--- config.mk ---
export PLATFORM = sky130hd
export DESIGN_NAME = fdmd_queue
export DESIGN_NICKNAME = d
export VERILOG_FILES = /design/src/rtl/fdmd_pkg.sv /design/src/rtl/fdmd_queue.sv
export SDC_FILE = /design/constraint.sdc
export NUM_CORES = 1
export LEC_CHECK = 0
export BUFFER_PORTS_ARGS = -buffer_cell sky130_fd_sc_hd__buf_2
export CAP_MARGIN = 25
export CORE_MARGIN = 5
export CORE_UTILIZATION = 50
export DETAILED_ROUTE_END_ITERATION = 8
export HOLD_SLACK_MARGIN = 0.05
export MAX_ROUTING_LAYER = met4
export PLACE_DENSITY = 0.82
export SYNTH_ARGS = -nofsm -noshare
export SYNTH_HDL_FRONTEND = slang
export SYNTH_SLANG_ARGS = --single-unit
--- constraint.sdc ---
create_clock -name clk -period 6.61 [get_ports clk]
set_input_delay 1.322 -clock clk [delete_from_list [all_inputs] [get_ports clk]]
set_output_delay 1.322 -clock clk [all_outputs]
set_load 0.02 [all_outputs]
--- src/rtl/fdmd_pkg.sv ---
// fdmd_pkg: shared types and constants for the frame difference motion detector
// no dependencies; imported by every module of the block

package fdmd_pkg;

	localparam int MAG_W   = 16;
	localparam int THR_W   = 16;
	localparam int BIN_W   = 8;
	localparam int CNT_W   = 9;
	localparam int SUM_W   = 24;
	localparam int LVL_W   = 8;
	localparam int CIDX_W  = 8;
	localparam int CDATA_W = 16;

	localparam logic [CIDX_W-1:0] CFG_ENABLE    = 8'd0;
	localparam logic [CIDX_W-1:0] CFG_THRESHOLD = 8'd1;
	localparam logic [CIDX_W-1:0] CFG_FIRST_BIN = 8'd2;
	localparam logic [CIDX_W-1:0] CFG_LAST_BIN  = 8'd3;

	localparam logic [LVL_W-1:0] LEVEL_MAX = 8'd255;

	typedef struct packed {
		logic             enable;
		logic [THR_W-1:0] threshold;
		logic [BIN_W-1:0] first_bin;
		logic [BIN_W-1:0] last_bin;
	} cfg_t;

	typedef struct packed {
		logic             compared;
		logic [CNT_W-1:0] count;
		logic [SUM_W-1:0] sum;
		logic [MAG_W-1:0] best;
		logic [BIN_W-1:0] bin;
		logic [THR_W-1:0] threshold;
	} frame_sum_t;

endpackage

--- src/rtl/fdmd_queue.sv ---
// fdmd_queue: two-entry queue of frame summaries between front and back
// depends on fdmd_pkg

module fdmd_queue (
	input  logic                 clk,
	input  logic                 arst_n,
	input  logic                 wr,
	input  fdmd_pkg::frame_sum_t wr_data,
	input  logic                 rd,
	output logic                 q_full,
	output logic                 q_valid,
	output fdmd_pkg::frame_sum_t rd_data
);
	import fdmd_pkg::*;

	localparam int DEPTH = 2;

	frame_sum_t  ent_q [DEPTH];
	logic        wp_q, rp_q;
	logic [1:0]  cnt_q;

	assign q_full  = (cnt_q == 2'(DEPTH));
	assign q_valid = (cnt_q != 2'd0);
	assign rd_data = ent_q[rp_q];

	always_ff @(posedge clk) begin
		if (wr && !q_full) begin
			ent_q[wp_q] <= wr_data;
		end
	end

	always_ff @(posedge clk or negedge arst_n) begin
		if (!arst_n) begin
			wp_q  <= 1'b0;
			rp_q  <= 1'b0;
			cnt_q <= '0;
		end else begin
			if (wr && !q_full) begin
				wp_q <= ~wp_q;
			end
			if (rd && q_valid) begin
				rp_q <= ~rp_q;
			end
			cnt_q <= cnt_q + 2'(wr && !q_full) - 2'(rd && q_valid);
		end
	end

endmodule

==> metrics <==
status=finished clean; drt total wl=9780 µm; most common cell after layout, fill and taps aside=buf_2; crit start category=flop; number of cells after detailed placement=538; Worst Skew=0.00753 ns; Synth Area in Simple Gates=0.610%; worst slack at placement=3.22 ns; syn_nets=328; Req. time, crit path=5.29 ns; post-synthesis compound-gate area fraction=0%; Achievable Freq=263 MHz; root buffer cell=clkbuf_16; setup TNS=0 ns; largest family of logic cells by synthesized area=multiplexers; CP Cell Sequence=buf_4 > mux2_2 > buf_2; Max transition margin=43.5%; Slew @ Worst Pin=0.845 ns; post-synthesis xor/xnor area fraction=0.610%; Post-CTS Hold Fix Bufs=0; core region area=11300 µm²; num ports=154; final instance area=7210 µm²; fraction of registers with async set/reset=2.63%; Post-synth EDFFs=148; most frequent cells in the layout=buf_2, edfxtp_1, mux2_4; cell area after synthesis=5750 µm²; initial core utilization=50.8%; Detail Route Antenna Nets=0; PD cells=472 nW/µm²; initial antenna violation count=1; CTS tree=yes; clock net sink count=152; Lkg Pwr=2.85 nW; type of the worst min-delay path=flop to flop; clock-pin slew on the worst setup and hold paths=0.06 ns; CP max-delay cell=buf_4; non-filler cells, final=572; die height=117 µm; cells after synthesis=248; RSZ-0062 raised after global routing=false; # fillers=816; post-synthesis adder-cell area fraction=0.436%; hold_sp=cnt_q[0]$_DFF_PN0_; port bufs=153; max-slew violation count=0; Syn-to-layout area delta=25.5%; GRT Overall Usage=15.4%; vias in the first global route=3048; Max-cap violations=0; Top FF cell, synth=edfxtp_1; CTS H-tree lvls=4; drt wl/cell=17.1 µm; synth warn=0; Tot Pwr=3.41 mW; syn_area_per_cell=23.2 µm²; crit-path max cell delay=0.74 ns; multi-input logic area=1130 µm²; grt ovf=0; Post-route DRC=0; Critical Path AT=2.48 ns; Setup crit start=rp_q$_DFFE_PN0P_; critical path peak fanout=51; DP Wirelength=6300 µm; worst setup margin=2.81 ns; Iteration-0 DRC Markers=92; die area=13700 µm²; placer congestion estimate=0.686; CTS max path bufs=2; cell row count=39; setup bufs post-CTS=0; Final setup viols=0; largest net degree at the start of global routing=75; register area=4550 µm²; Top Family by Delay on Critical Path=buffers and inverters; vias per cell=4.98; worst skew pair latency=0.41 ns; Layout Utilization=63.7%; Final nets=495; Critical R2R Launch=cnt_q[1]$_DFF_PN0_; Seq/Total Area, Yosys=79.1%; minimum clock period=3.80 ns; CP bufs+invs=2; Gates resized, CTS repair=0; final hold violations=0; Final period util=57.6%; Fin Hold WS=0.539 ns; clock buffers created by TritonCTS=17; post-synthesis mux area share=17.8%; Synth cell types=16; via count=2851; Die Span X=117 µm; layout cells sized above 1=61.2%; first-pass GRT wire length=15000 µm; Pre-antenna DRT Iters=4; critical path class=flop to output port; Yosys reg bits=152; Setup crit end kind=output port; maximum vdd drop=0.352 mV; placed inst area=6640 µm²
flip-flops by register name, indices dropped and copies added, names as in the netlist:
| signal | cells |
|---|---|
| ent_q | 148 |
| cnt_q | 2 |
| rp_q | 1 |
| wp_q | 1 |
cell usage after synthesis, types with 2 or more instances:
cell type / count / area [µm²]
inv_1: 2 / 7.51
dfrtp_1: 4 / 100
mux2_2: 24 / 270
buf_2: 2 / 10.0
edfxtp_1: 148 / 4440
xnor2_1: 3 / 26.3
mux2_4: 50 / 751
ha_1: 2 / 25.0
buf_6: 6 / 67.6
per-layer routing:
layer  vias to the layer above  GRT usage, %  share of wire [%]
met4                         0          7.57                2.0
met3                        17          4.47                8.1
met2                       116          24.8                 52
li1                       1316             -                  -
met1                      1402          17.8                 38
met5                         -             -                  0
power by group:
group | switching [mW] | internal [mW]
Combinational | 0.630 | 0.499
Clock | 0.352 | 0.510
Sequential | 0.0936 | 1.32
Total | 1.08 | 2.33
cells by family (layout without fill, tap and decap cells):
logic type / Yosys count / count (layout)
xor gates and xnor gates: 4 / 4
adders and majority gates: 2 / 2
buffers and inverters: 10 / 190
DFF: 152 / 152
muxes: 74 / 74
other: 0 / 1
and+or+nand+nor: 6 / 6
worst paths after layout:
check | cells past startpoint | slack (ns) | end
max in group asynchronous | 1 | 5.76 | rp_q$_DFFE_PN0P_
hold / removal | 1 | 0.54 | cnt_q[0]$_DFF_PN0_
min in group asynchronous | 1 | 0.71 | wp_q$_DFFE_PN0N_
setup / recovery | 3 | 2.81 | rd_data[1]
hold reg to reg | 1 | 0.54 | cnt_q[0]$_DFF_PN0_
setup reg to reg | 4 | 4.17 | ent_q[0][29]$_DFFE_PP_
layout make-up:
type	instances	area share, %
Antenna cell	1	0.0347
Multi-Input combinational cell	86	15.6
Timing Repair Buffer	156	11.2
Tap cell	143	2.48
Clock buffer	18	5.95
Inverter	2	0.104
Sequential cell	152	63.1
Clock inverter	14	1.53
worst reg2reg max path: stages (launching register included):
cell      delay (ns)
dfrtp_1         0.41
nand2b_1        0.13
nand2_1         0.15
nor2_4          0.67
buf_4           0.69
No activity file was read; power rests on OpenSTA's default activity.
