## src/rtl/fdmd_pkg.sv

```systemverilog
// fdmd_pkg: shared types and constants for the frame difference motion detector
// no dependencies; imported by every module of the block

package fdmd_pkg;

	localparam int MAG_W   = 16;
	localparam int THR_W   = 16;
	localparam int BIN_W   = 8;
	localparam int CNT_W   = 9;
	localparam int SUM_W   = 24;
	localparam int LVL_W   = 8;
	localparam int CIDX_W  = 8;
	localparam int CDATA_W = 16;

	localparam logic [CIDX_W-1:0] CFG_ENABLE    = 8'd0;
	localparam logic [CIDX_W-1:0] CFG_THRESHOLD = 8'd1;
	localparam logic [CIDX_W-1:0] CFG_FIRST_BIN = 8'd2;
	localparam logic [CIDX_W-1:0] CFG_LAST_BIN  = 8'd3;

	localparam logic [LVL_W-1:0] LEVEL_MAX = 8'd255;

	typedef struct packed {
		logic             enable;
		logic [THR_W-1:0] threshold;
		logic [BIN_W-1:0] first_bin;
		logic [BIN_W-1:0] last_bin;
	} cfg_t;

	typedef struct packed {
		logic             compared;
		logic [CNT_W-1:0] count;
		logic [SUM_W-1:0] sum;
		logic [MAG_W-1:0] best;
		logic [BIN_W-1:0] bin;
		logic [THR_W-1:0] threshold;
	} frame_sum_t;

endpackage

```

## src/rtl/fdmd_back.sv

```systemverilog
// fdmd_back: turns a frame summary into a result, serial divides for the motion level
// depends on fdmd_pkg; reads fdmd_queue and holds the result register

module fdmd_back (
	input  logic                 clk,
	input  logic                 arst_n,
	input  logic                 q_valid,
	input  fdmd_pkg::frame_sum_t q_head,
	output logic                 q_pop,
	input  logic                 pop,
	output logic                 empty,
	output logic                 frame_compared,
	output logic                 motion_detected,
	output logic [8:0]           motion_bin_count,
	output logic [7:0]           peak_bin,
	output logic [15:0]          peak_delta,
	output logic [7:0]           motion_level
);
	import fdmd_pkg::*;

	localparam logic [2:0] ST_IDLE = 3'd0;
	localparam logic [2:0] ST_DIVA = 3'd1;
	localparam logic [2:0] ST_MUL  = 3'd2;
	localparam logic [2:0] ST_CHK  = 3'd3;
	localparam logic [2:0] ST_DIVB = 3'd4;
	localparam logic [2:0] ST_DONE = 3'd5;

	localparam int RW = THR_W + 2;

	logic [2:0]       st_q;
	logic [4:0]       cnt_q;
	logic [RW-1:0]    rem_q, dsr, dsr_b;
	logic [15:0]      quo_q;
	logic [SUM_W-1:0] prod_q;
	logic [LVL_W-1:0] lvl_q;
	frame_sum_t       ent_q;
	logic [RW:0]      trial;
	logic             ge;
	logic             out_valid_q, out_free;

	assign dsr_b    = {ent_q.threshold, 2'b00};
	assign dsr      = (st_q == ST_DIVA) ? RW'(ent_q.count) : dsr_b;
	assign trial    = {rem_q, quo_q[15]};
	assign ge       = trial >= (RW + 1)'(dsr);
	assign out_free = !out_valid_q || pop;
	assign q_pop    = (st_q == ST_IDLE) && q_valid;
	assign empty    = !out_valid_q;

	always_ff @(posedge clk or negedge arst_n) begin
		if (!arst_n) begin
			st_q <= ST_IDLE;
		end else begin
			unique case (st_q)
				ST_IDLE: begin
					if (q_valid) begin
						if (q_head.compared && (q_head.count != '0)) begin
							st_q <= ST_DIVA;
						end else begin
							st_q <= ST_DONE;
						end
					end
				end
				ST_DIVA: if (cnt_q == 5'd1) st_q <= ST_MUL;
				ST_MUL:  st_q <= ST_CHK;
				ST_CHK: begin
					if ((ent_q.threshold == '0) || ({2'b00, prod_q} >= {dsr_b, 8'h00})) begin
						st_q <= ST_DONE;
					end else begin
						st_q <= ST_DIVB;
					end
				end
				ST_DIVB: if (cnt_q == 5'd1) st_q <= ST_DONE;
				ST_DONE: if (out_free) st_q <= ST_IDLE;
				default: st_q <= ST_IDLE;
			endcase
		end
	end

	// datapath: average then scaled level, one quotient bit a cycle
	always_ff @(posedge clk) begin
		unique case (st_q)
			ST_IDLE: begin
				ent_q <= q_head;
				lvl_q <= '0;
				rem_q <= RW'(q_head.sum[SUM_W-1:16]);
				quo_q <= q_head.sum[15:0];
				cnt_q <= 5'd16;
			end
			ST_DIVA, ST_DIVB: begin
				rem_q <= ge ? RW'(trial - (RW + 1)'(dsr)) : RW'(trial);
				quo_q <= {quo_q[14:0], ge};
				cnt_q <= cnt_q - 1'b1;
				if (st_q == ST_DIVB && cnt_q == 5'd1) begin
					lvl_q <= {quo_q[6:0], ge};
				end
			end
			ST_MUL: begin
				prod_q <= {quo_q, 8'h00} - SUM_W'(quo_q);
			end
			ST_CHK: begin
				lvl_q <= LEVEL_MAX;
				rem_q <= RW'(prod_q[SUM_W-1:8]);
				quo_q <= {prod_q[7:0], 8'h00};
				cnt_q <= 5'd8;
			end
			ST_DONE: begin
			end
			default: begin
			end
		endcase
	end

	always_ff @(posedge clk or negedge arst_n) begin
		if (!arst_n) begin
			out_valid_q <= 1'b0;
		end else if (st_q == ST_DONE && out_free) begin
			out_valid_q <= 1'b1;
		end else if (pop) begin
			out_valid_q <= 1'b0;
		end
	end

	always_ff @(posedge clk) begin
		if (st_q == ST_DONE && out_free) begin
			frame_compared   <= ent_q.compared;
			if (ent_q.compared && ent_q.count != '0) begin
				motion_detected  <= 1'b1;
				motion_bin_count <= ent_q.count;
				peak_bin         <= ent_q.bin;
				peak_delta       <= ent_q.best;
				motion_level     <= lvl_q;
			end else begin
				motion_detected  <= 1'b0;
				motion_bin_count <= '0;
				peak_bin         <= '0;
				peak_delta       <= '0;
				motion_level     <= '0;
			end
		end
	end

endmodule

```

## config.mk

```make
export PLATFORM = sky130hd
export DESIGN_NAME = fdmd_back
export DESIGN_NICKNAME = d
export VERILOG_FILES = /design/src/rtl/fdmd_pkg.sv /design/src/rtl/fdmd_back.sv
export SDC_FILE = /design/constraint.sdc
export NUM_CORES = 1
export LEC_CHECK = 0
export BUFFER_PORTS_ARGS = -buffer_cell sky130_fd_sc_hd__buf_2
export CAP_MARGIN = 20
export CORE_ASPECT_RATIO = 1.25
export CORE_MARGIN = 10
export CORE_UTILIZATION = 30
export CTS_CLUSTER_DIAMETER = 200
export DETAILED_ROUTE_END_ITERATION = 12
export SETUP_SLACK_MARGIN = 0.02
export SLEW_MARGIN = 20
export SYNTH_ARGS = -nofsm -noshare
export SYNTH_HDL_FRONTEND = slang
export SYNTH_SLANG_ARGS = --single-unit
```

## constraint.sdc

```tcl
create_clock -name clk -period 6.8 [get_ports clk]
set_clock_uncertainty 0.1 [all_clocks]
set_input_delay 1.02 -clock clk [delete_from_list [all_inputs] [get_ports clk]]
set_output_delay 1.02 -clock clk [all_outputs]
set_load 0.03 [all_outputs]
```

==> results.json, run 1 <==
{
  "status": "completed",
  "hpwl_mm": 17.5,
  "synthToLayoutAreaGrowth_pct": 18.6,
  "required_ps": 6980,
  "ys_types": 66,
  "routed_wl_mm": 23.4,
  "synth_top_area_cell": "edfxtp_1",
  "cts_buffers": 17,
  "grt_max_degree": 51,
  "cp_max_fo": 16,
  "vias": 6258,
  "final_max_slew_viol_count": 0,
  "ys_seq_elements": 168,
  "dieArea_mm2": 0.0359,
  "antenna_cells": 0,
  "power_mw": 6.02,
  "first_pass_iters": 5,
  "cp-startpoint": "st_q[1]",
  "io_buffers": 122,
  "syn-num-nets": 857,
  "n_fill_cell": 2775,
  "grt_util_met3_pct": 2.44,
  "via_per_inst": 5.12,
  "rsz0062_at_grt": "no",
  "synth_area_mm2": 0.00861,
  "ir_drop_uv": 237,
  "nets": 977,
  "power_leakage_nw": 3.96,
  "clk_pin_slew_worst_paths_ps": 70,
  "grt_use_met1_pct": 13.9,
  "rr_endpoint": "rem_q[17]",
  "grt_pass1_wl_mm": 35.5,
  "p_sw_share_pct": 43.6,
  "io_pins": 123,
  "initial_utilization_pct": 30.3,
  "worst-r2r-setup-slack_ps": 2900,
  "drc_errors": 0,
  "grtUsageTotal_pct": 12.9,
  "critPathLaunchType": "flip-flop",
  "p_int_mw": 3.39,
  "fin_setup_tns_ps": 0,
  "cap_viol_max_count": 0,
  "post-route-min-period_ps": 3900,
  "cts_tree": "built",
  "root_buffer": "clkbuf_16",
  "p_per_area_mw_per_mm2": 589,
  "use_met2_pct": 23.4,
  "core_mm2": 0.0284,
  "synth_area_leaders": "edfxtp_1 (57%), ha_1 (6.2%), and2_1 (3.3%)",
  "p_seq_share_pct": 34.0,
  "setup_viol": 0,
  "power_switching_mw": 2.63,
  "drt_iter0_drc": 508,
  "grt_busiest_layer": "met2",
  "rr_startpoint": "st_q[1]",
  "postRouteAntennaNets": 0,
  "grt_pass1_vias": 6306,
  "synth_edf_count": 164,
  "row_count": 69,
  "antenna_found_initial": 0,
  "hp-class": "input port to asynchronous set/reset pin",
  "finalHoldViolations": 0,
  "synthFlopType": "edfxtp_1",
  "gp_congestion": 0.923,
  "dieHeight_um": 209,
  "crit_path_end_kind": "flip-flop",
  "arrival_ps": 4080,
  "r2r_cells": 10,
  "relSlewSlack_pct": 28.3,
  "synthCells": 735,
  "clockPowerShare_pct": 16.5,
  "comb_power_share_pct": 49.5,
  "fin_util_pct": 35.9,
  "path_class": "flip-flop to flip-flop",
  "drive_gt1_share_pct": 20.5,
  "ctsResizeCount": 0,
  "insertion_delay_ps": 440,
  "regArea_mm2": 0.00502,
  "ys_warn_count": 0,
  "fmax_mhz": 256,
  "async_flop_share_pct": 2.38,
  "worstPathCellList": "nand2b_1, nor2_2, a21oi_1, ha_1, o21ai_0, a211o_1, a31o_4, a211oi_4, o21ai_2, o31ai_2",
  "timing.hold.ws_ps": 274,
  "max_stage_delay_ps": 660,
  "ys_seq_area_share_pct": 58.4,
  "grt-ovfl-total": 0,
  "cts_setup_buffers": 0,
  "synth.avg_cell_area_um2": 11.7,
  "period_share_pct": 57.4,
  "stdcell_area_mm2": 0.0102,
  "synth_top_cell_area_share_pct": 57.2,
  "multiInputGateArea_mm2": 0.00336,
  "clk_path_buf_depth": 2,
  "cts.sinks": 168,
  "slowest_stage": "a211oi_4",
  "die_x_um": 172,
  "cp-endpoint": "rem_q[17]",
  "cts_hold_buffers": 0,
  "place_area_mm2": 0.00962,
  "wl_per_cell_um": 19.1,
  "worst-slew-pin-transition_ps": 1080,
  "ctsHtreeMaxLevel": 4
}
power groups by stage:
stage	combinational, mW	sequential [mW]	clock [mW]
2_1_floorplan	2.13	2.09	0
3_3_place_gp	2.92	2.06	0
3_5_place_dp	2.95	2.07	0
4_1_cts	2.97	2.04	1.02
5_1_grt	3.29	2.08	1.06
6_report	2.98	2.04	0.992
registers in the layout (all words and copies together), names as in the netlist, 8 cells and up:
signal / cells
ent_q: 34
prod_q: 24
rem_q: 18
dsr_b: 16
peak_delta: 16
quo_q: 16
motion_bin_count: 9
lvl_q: 8
motion_level: 8
peak_bin: 8
worst min-delay path by stage:
stage	endpoint	slack (ps)	cells after the start
3_5_place_dp	peak_delta[4]	400	1
2_1_floorplan	motion_level[0]	400	1
6_report	st_q[1]	270	1
5_1_grt	st_q[1]	270	1
3_3_place_gp	peak_bin[1]	400	1
4_1_cts	st_q[1]	260	1
kinds of logic after synthesis:
kind of cell             count (synthesis)  share of synthesized area (%)
AO/OA/AOI/OAI                          165                           13.0
flip-flops                             168                           58.4
XOR/XNOR                                35                           3.56
adder cells (fa/ha/maj)                 44                           6.48
AND/OR/NAND/NOR                        258                           15.2
multiplexers                             2                          0.232
buffers and inverters                   63                           3.12
area by class of cell:
| type | count | area share [%] |
|---|---|---|
| Clock buffer | 18 | 4.20 |
| Clock inverter | 14 | 1.56 |
| Inverter | 36 | 1.32 |
| Multi-Input combinational cell | 504 | 32.9 |
| Sequential cell | 168 | 49.2 |
| Tap cell | 355 | 4.35 |
| Timing Repair Buffer | 128 | 6.42 |
worst max-delay path: cells and delay by family, from the launching register on:
family,cells,cell delay (ps)
AO/OA/AOI/OAI,7,1910
AND/OR/NAND/NOR,2,780
flip-flops,1,500
adder cells (fa/ha/maj),1,440
synthesized netlist by cell type, types with 6 or more instances:
cell      count
nor3_1       15
a21oi_1      44
and2_1       45
a31oi_1       6
a21o_1        8
xnor2_1      26
nand2_1      71
xor2_1        9
clkbuf_1     12
nand3_1      14
buf_2        10
nand4_1      18
o21ai_0      32
or3_1         7
a211o_1       7
nor4_1       10
a22oi_1       9
inv_1        36
ha_1         43
nor2_1       48
o211ai_1     11
edfxtp_1    164
a221o_1       7
metal layers:
| layer | share of wire, % | wire length [um] |
|---|---|---|
| met1 | 37 | 8770 |
| met2 | 53 | 12300 |
| met3 | 6.1 | 1440 |
| met4 | 3.7 | 867 |
| met5 | 0 | 0 |
cell usage in the layout, fill, tap and decap left out, drive strengths merged, types with 4 or more instances in the layout:
cell,count
nand3,14
a21oi,45
or3,7
a22oi,9
inv,43
o21ai,34
nand2b,4
clkbuf,18
xor2,9
a211o,7
o31ai,4
or2,4
and2,45
a221o,7
nor3,15
and3,4
xnor2,26
o211ai,11
a211oi,5
buf,128
dfrtp,4
nor2,48
a22o,4
ha,43
a21o,10
nand4,18
nand2,71
nor4,11
edfxtp,164
a31oi,6
per-stage QoR:
step,std cells,setup WS (ps)
finish,1223,2900
CTS,1223,2630
floorplan,735,1020
global route,1223,2590
global placement,1191,2740
detailed placement,1191,2650
No activity file was read; power rests on OpenSTA's default activity.
==> run 2, diff against run 1 <==
==> constraint.sdc (replaced) <==
create_clock -name clk -period 3.9 [get_ports clk]
set_clock_uncertainty 0.1 [all_clocks]
set_input_delay 0.585 -clock clk [delete_from_list [all_inputs] [get_ports clk]]
set_output_delay 0.585 -clock clk [all_outputs]
set_load 0.03 [all_outputs]
==> results.json, run 2 (synthesized netlist as in run 1, its figures left out) <==
{
  "cap_viol_max_count": 0,
  "hpwl_mm": 17.6,
  "power_switching_mw": 4.55,
  "antenna_cells": 0,
  "row_count": 69,
  "fin_setup_tns_ps": 0,
  "dieHeight_um": 209,
  "final_max_slew_viol_count": 0,
  "comb_power_share_pct": 50.7,
  "crit_buf_inv": 1,
  "crit_path_end_kind": "flip-flop",
  "crit_top_cell": "a21oi_1",
  "wl_per_cell_um": 18.9,
  "grt-ovfl-total": 0,
  "clk_path_buf_depth": 2,
  "clk_pin_slew_worst_paths_ps": 70,
  "drt_iter0_drc": 551,
  "fmax_mhz": 272,
  "power_leakage_nw": 3.99,
  "root_buffer": "clkbuf_16",
  "arrival_ps": 3830,
  "core_mm2": 0.0284,
  "p_sw_share_pct": 43.8,
  "insertion_delay_ps": 430,
  "io_buffers": 122,
  "path_class": "flip-flop to flip-flop",
  "nets": 985,
  "crit_family": "compound AO/OA/AOI/OAI gates",
  "post-route-min-period_ps": 3680,
  "wl_met1_mm": 9.24,
  "ir_drop_uv": 390,
  "io_pins": 123,
  "grt_pass1_vias": 6394,
  "ctsHtreeMaxLevel": 4,
  "largest-register": "ent_q",
  "routed_wl_mm": 23.3,
  "hp-class": "input port to flip-flop",
  "wl_met2_mm": 12.3,
  "cp_max_fo": 17,
  "place_ws_ps": 324,
  "p_seq_share_pct": 34.2,
  "initial_utilization_pct": 30.3,
  "drive_gt1_share_pct": 21.1,
  "clockPowerShare_pct": 15.0,
  "relSlewSlack_pct": 38.4,
  "fin_ws_ps": 219,
  "status": "completed",
  "grt_pass1_wl_mm": 35.3,
  "synthToLayoutAreaGrowth_pct": 18.7,
  "top_regs": "ent_q (34), prod_q (24), rem_q (18)",
  "cts.sinks": 168,
  "final_cell_mix": "edfxtp_1 (164), buf_2 (122), nand2_1 (71)",
  "gp_congestion": 0.904,
  "vias": 6271,
  "postRouteAntennaNets": 0,
  "antenna_found_initial": 0,
  "first_pass_iters": 7,
  "required_ps": 4050,
  "grtUsageTotal_pct": 12.8,
  "finalHoldViolations": 0,
  "rsz0062_at_grt": "no",
  "period_share_pct": 94.4,
  "cp_num_cells": 12,
  "place_area_mm2": 0.00968,
  "setup_viol": 0,
  "r2r_cells": 12,
  "p_int_mw": 5.83,
  "slowest_stage": "a211o_1",
  "grt_max_degree": 51,
  "worstPathCellList": "nand2b_1, nor2_1, buf_4, nor2_1, a21oi_1, ha_1, a21oi_1, o21ai_0, nor3_1, a211o_1, a21oi_1, o31ai_1",
  "wl_met3_mm": 1.04,
  "cts_setup_buffers": 0,
  "mostFrequentLayoutCell": "edfxtp_1",
  "timing.hold.ws_ps": 227,
  "dieArea_mm2": 0.0359,
  "critPathLaunchType": "flip-flop",
  "max_stage_delay_ps": 580,
  "via_per_inst": 5.10,
  "worst-slew-pin-transition_ps": 911,
  "drc_errors": 0,
  "holdPathStages": 1,
  "top_layer": "met4",
  "largest_reg_flops": 34,
  "cts_buffers": 17,
  "cts_tree": "built",
  "p_per_area_mw_per_mm2": 1020,
  "stdcell_area_mm2": 0.0102,
  "die_x_um": 172
}
==> run 2: changes by cell type in the layout (fill, tap and decap cells not counted), sizes merged <==
cell         previous run  this run
bufinv                  2         0
buf                   128       135
clkinv                  2         6
dlygate4sd3             0         1
inv                    43        41
clkinvlp                3         2
==> run 2: final cells by class <==
cell class                      count  area [um2]
Inverter                           36         135
Sequential cell                   168        5020
Clock inverter                     13        98.8
Fill cell                        2840       18200
Timing Repair Buffer              136         718
Tap cell                          355         444
Clock buffer                       18         429
Multi-Input combinational cell    504        3370
==> run 2: routing by layer <==
layer  vias to the layer above  GRT usage [%]
met1                      3043           14.0
met3                        33           2.38
met2                       171           23.1
li1                       3024              -
met5                         -              0
met4                         0           5.95
==> run 2: power by group through the flow <==
stage                     clock (mW)  sequential, mW  combinational (mW)
final                           1.56            3.55                5.26
after global routing            1.69            3.61                5.84
after CTS                       1.62            3.55                5.25
after detailed placement           0            3.59                5.23
after global placement             0            3.58                5.18
after floorplan                    0            3.61                3.72
==> run 2: final timing paths <==
check | endpoint | start | slack (ps)
min in group asynchronous | out_valid_q | arst_n | 390
hold reg to reg | motion_level[0] | lvl_q[0] | 410
hold / removal | ent_q[26] | q_head[26] | 230
setup reg to reg | rem_q[10] | st_q[1] | 220
max in group asynchronous | st_q[0] | arst_n | 3190
setup / recovery | rem_q[10] | st_q[1] | 220
==> run 2: through the flow <==
step	instances	total power, mW	util [%]
finish	1230	10.4	36.0
floorplan	735	7.33	-
global route	1230	11.1	36.0
global placement	1198	8.77	34.1
detailed placement	1198	8.81	34.1
CTS	1230	10.4	36.0
==> run 2: timing repair <==
item                       CTS  global route
setup endpoints to repair    0             0
gates resized for setup      0             0
hold buffers                 1             0
hold endpoints to repair     4             0
==> run 3, diff against run 2 <==
--- a/config.mk
+++ b/config.mk
@@ -9,9 +9,10 @@
 export CAP_MARGIN = 20
 export CORE_ASPECT_RATIO = 1.25
 export CORE_MARGIN = 10
-export CORE_UTILIZATION = 30
+export CORE_UTILIZATION = 58
 export CTS_CLUSTER_DIAMETER = 200
 export DETAILED_ROUTE_END_ITERATION = 12
+export PLACE_DENSITY = 0.81
 export SETUP_SLACK_MARGIN = 0.02
 export SLEW_MARGIN = 20
 export SYNTH_ARGS = -nofsm -noshare
==> results.json, run 3 (synthesized netlist as in run 1, its figures left out) <==
{
  "cts_tree": "built",
  "stdcell_area_mm2": 0.0101,
  "core_mm2": 0.0145,
  "regArea_mm2": 0.00502,
  "setup_viol": 0,
  "root_buffer": "clkbuf_16",
  "path_class": "flip-flop to flip-flop",
  "wl_per_cell_um": 21.0,
  "largest_reg_flops": 34,
  "cap_viol_max_count": 0,
  "rsz0062_at_grt": "no",
  "top_layer": "met4",
  "routed_wl_mm": 22.2,
  "arrival_ps": 3550,
  "drive_gt1_share_pct": 21.4,
  "insertion_delay_ps": 430,
  "place_area_mm2": 0.00946,
  "initial_utilization_pct": 59.5,
  "grtUsageTotal_pct": 22.3,
  "ctsHtreeMaxLevel": 4,
  "dieHeight_um": 156,
  "place_ws_ps": 359,
  "hp-class": "input port to flip-flop",
  "power_mw": 10.6,
  "vias": 6507,
  "grt_max_degree": 51,
  "synthToLayoutAreaGrowth_pct": 16.9,
  "post-route-min-period_ps": 3490,
  "dieArea_mm2": 0.0201,
  "grt_pass1_wl_mm": 34.8,
  "antenna_cells": 0,
  "fin_ws_ps": 413,
  "final_cell_mix": "edfxtp_1 (164), buf_2 (122), nand2_1 (71)",
  "postRouteAntennaNets": 0,
  "period_share_pct": 89.4,
  "top_regs": "ent_q (34), prod_q (24), rem_q (18)",
  "gp_congestion": 0.965,
  "grt-ovfl-total": 0,
  "hpwl_mm": 16.8,
  "crit_path_end_kind": "flip-flop",
  "io_pins": 123,
  "wl_met3_mm": 1.53,
  "final_max_slew_viol_count": 0,
  "required_ps": 3960,
  "antenna_found_initial": 0,
  "first_pass_iters": 5,
  "finalHoldViolations": 0,
  "wl_met2_mm": 11.4,
  "wl_met1_mm": 8.06,
  "clk_pin_slew_worst_paths_ps": 70,
  "fin_setup_tns_ps": 0,
  "cts_buffers": 17,
  "power_leakage_nw": 4.02,
  "drc_errors": 0,
  "p_per_area_mw_per_mm2": 1050,
  "cts.sinks": 168,
  "row_count": 49,
  "grt_pass1_vias": 6573,
  "fmax_mhz": 287,
  "largest-register": "ent_q",
  "cts_setup_buffers": 0,
  "nets": 986,
  "io_buffers": 122,
  "drt_iter0_drc": 549,
  "clk_path_buf_depth": 2,
  "critPathLaunchType": "flip-flop",
  "ir_drop_uv": 593,
  "mostFrequentLayoutCell": "edfxtp_1",
  "n_fill_cell": 1038,
  "worst-slew-pin-transition_ps": 676,
  "cp_max_fo": 16,
  "fin_util_pct": 69.6,
  "die_x_um": 129,
  "status": "completed",
  "relSlewSlack_pct": 54.3,
  "via_per_inst": 6.17,
  "multiInputGateArea_mm2": 0.00337
}
## run 3: cell count changes in the layout (fill, tap and decap cells not counted), sizes merged
cell / change
clkinv: -3
bufinv: +2
inv: +2
buf: +1
## run 3: what timing repair did
item                                    4_1_cts  5_1_grt
endpoints found under the hold margin         4        0
endpoints found under the setup margin        0        4
resized for setup                             0        3
hold buffers                                  1        0
## run 3: metal layers
metal / track usage, % / up-vias
met4: 13.8 / 0
met3: 4.90 / 69
met1: 23.4 / 3109
met5: 0 / -
li1: - / 3026
met2: 39.8 / 303
## run 3: where the power goes
| part | internal [mW] | total (mW) | switching, mW |
|---|---|---|---|
| sequential | 3.08 | 3.54 | 0.459 |
| clock | 0.958 | 1.68 | 0.727 |
| combinational | 1.93 | 5.35 | 3.42 |
## run 3: stage by stage
stage	std cells	hold slack, ps
after detailed placement	1022	309
final	1055	222
after floorplan	735	189
after global routing	1055	211
after global placement	1022	306
after CTS	1055	209
## run 3: cell type report
| class | count | area share, % |
|---|---|---|
| well taps | 178 | 2.21 |
| flip-flops and latches | 168 | 49.9 |
| multi-input cells | 504 | 33.5 |
| repair buffers | 137 | 7.21 |
| clock buffers | 18 | 4.26 |
| clock inverters | 14 | 1.58 |
| inverters | 36 | 1.34 |
## run 3: final timing paths
| check | startpoint | to | slack (ps) | cells past startpoint |
|---|---|---|---|---|
| max | st_q[0] | rem_q[14] | 410 | 13 |
| min | q_head[15] | dsr_b[17] | 220 | 1 |
| max reg2reg | st_q[0] | rem_q[14] | 410 | 13 |
| min reg2reg | ent_q[31] | peak_delta[7] | 420 | 1 |
| max in group asynchronous | arst_n | st_q[1] | 3160 | 2 |
| min in group asynchronous | arst_n | out_valid_q | 400 | 2 |
## run 3: worst max-delay path, stage by stage (launching register included)
cell and delay (ps):
dfrtp_1 590, nand2b_1 140, nor2_1 110, buf_4 230, and2_1 160, ha_1 150, inv_1 50, fa_1 420
a211oi_1 280, o21ai_0 210, a211o_1 310, a211o_1 290, o221ai_1 70, o211ai_1 100
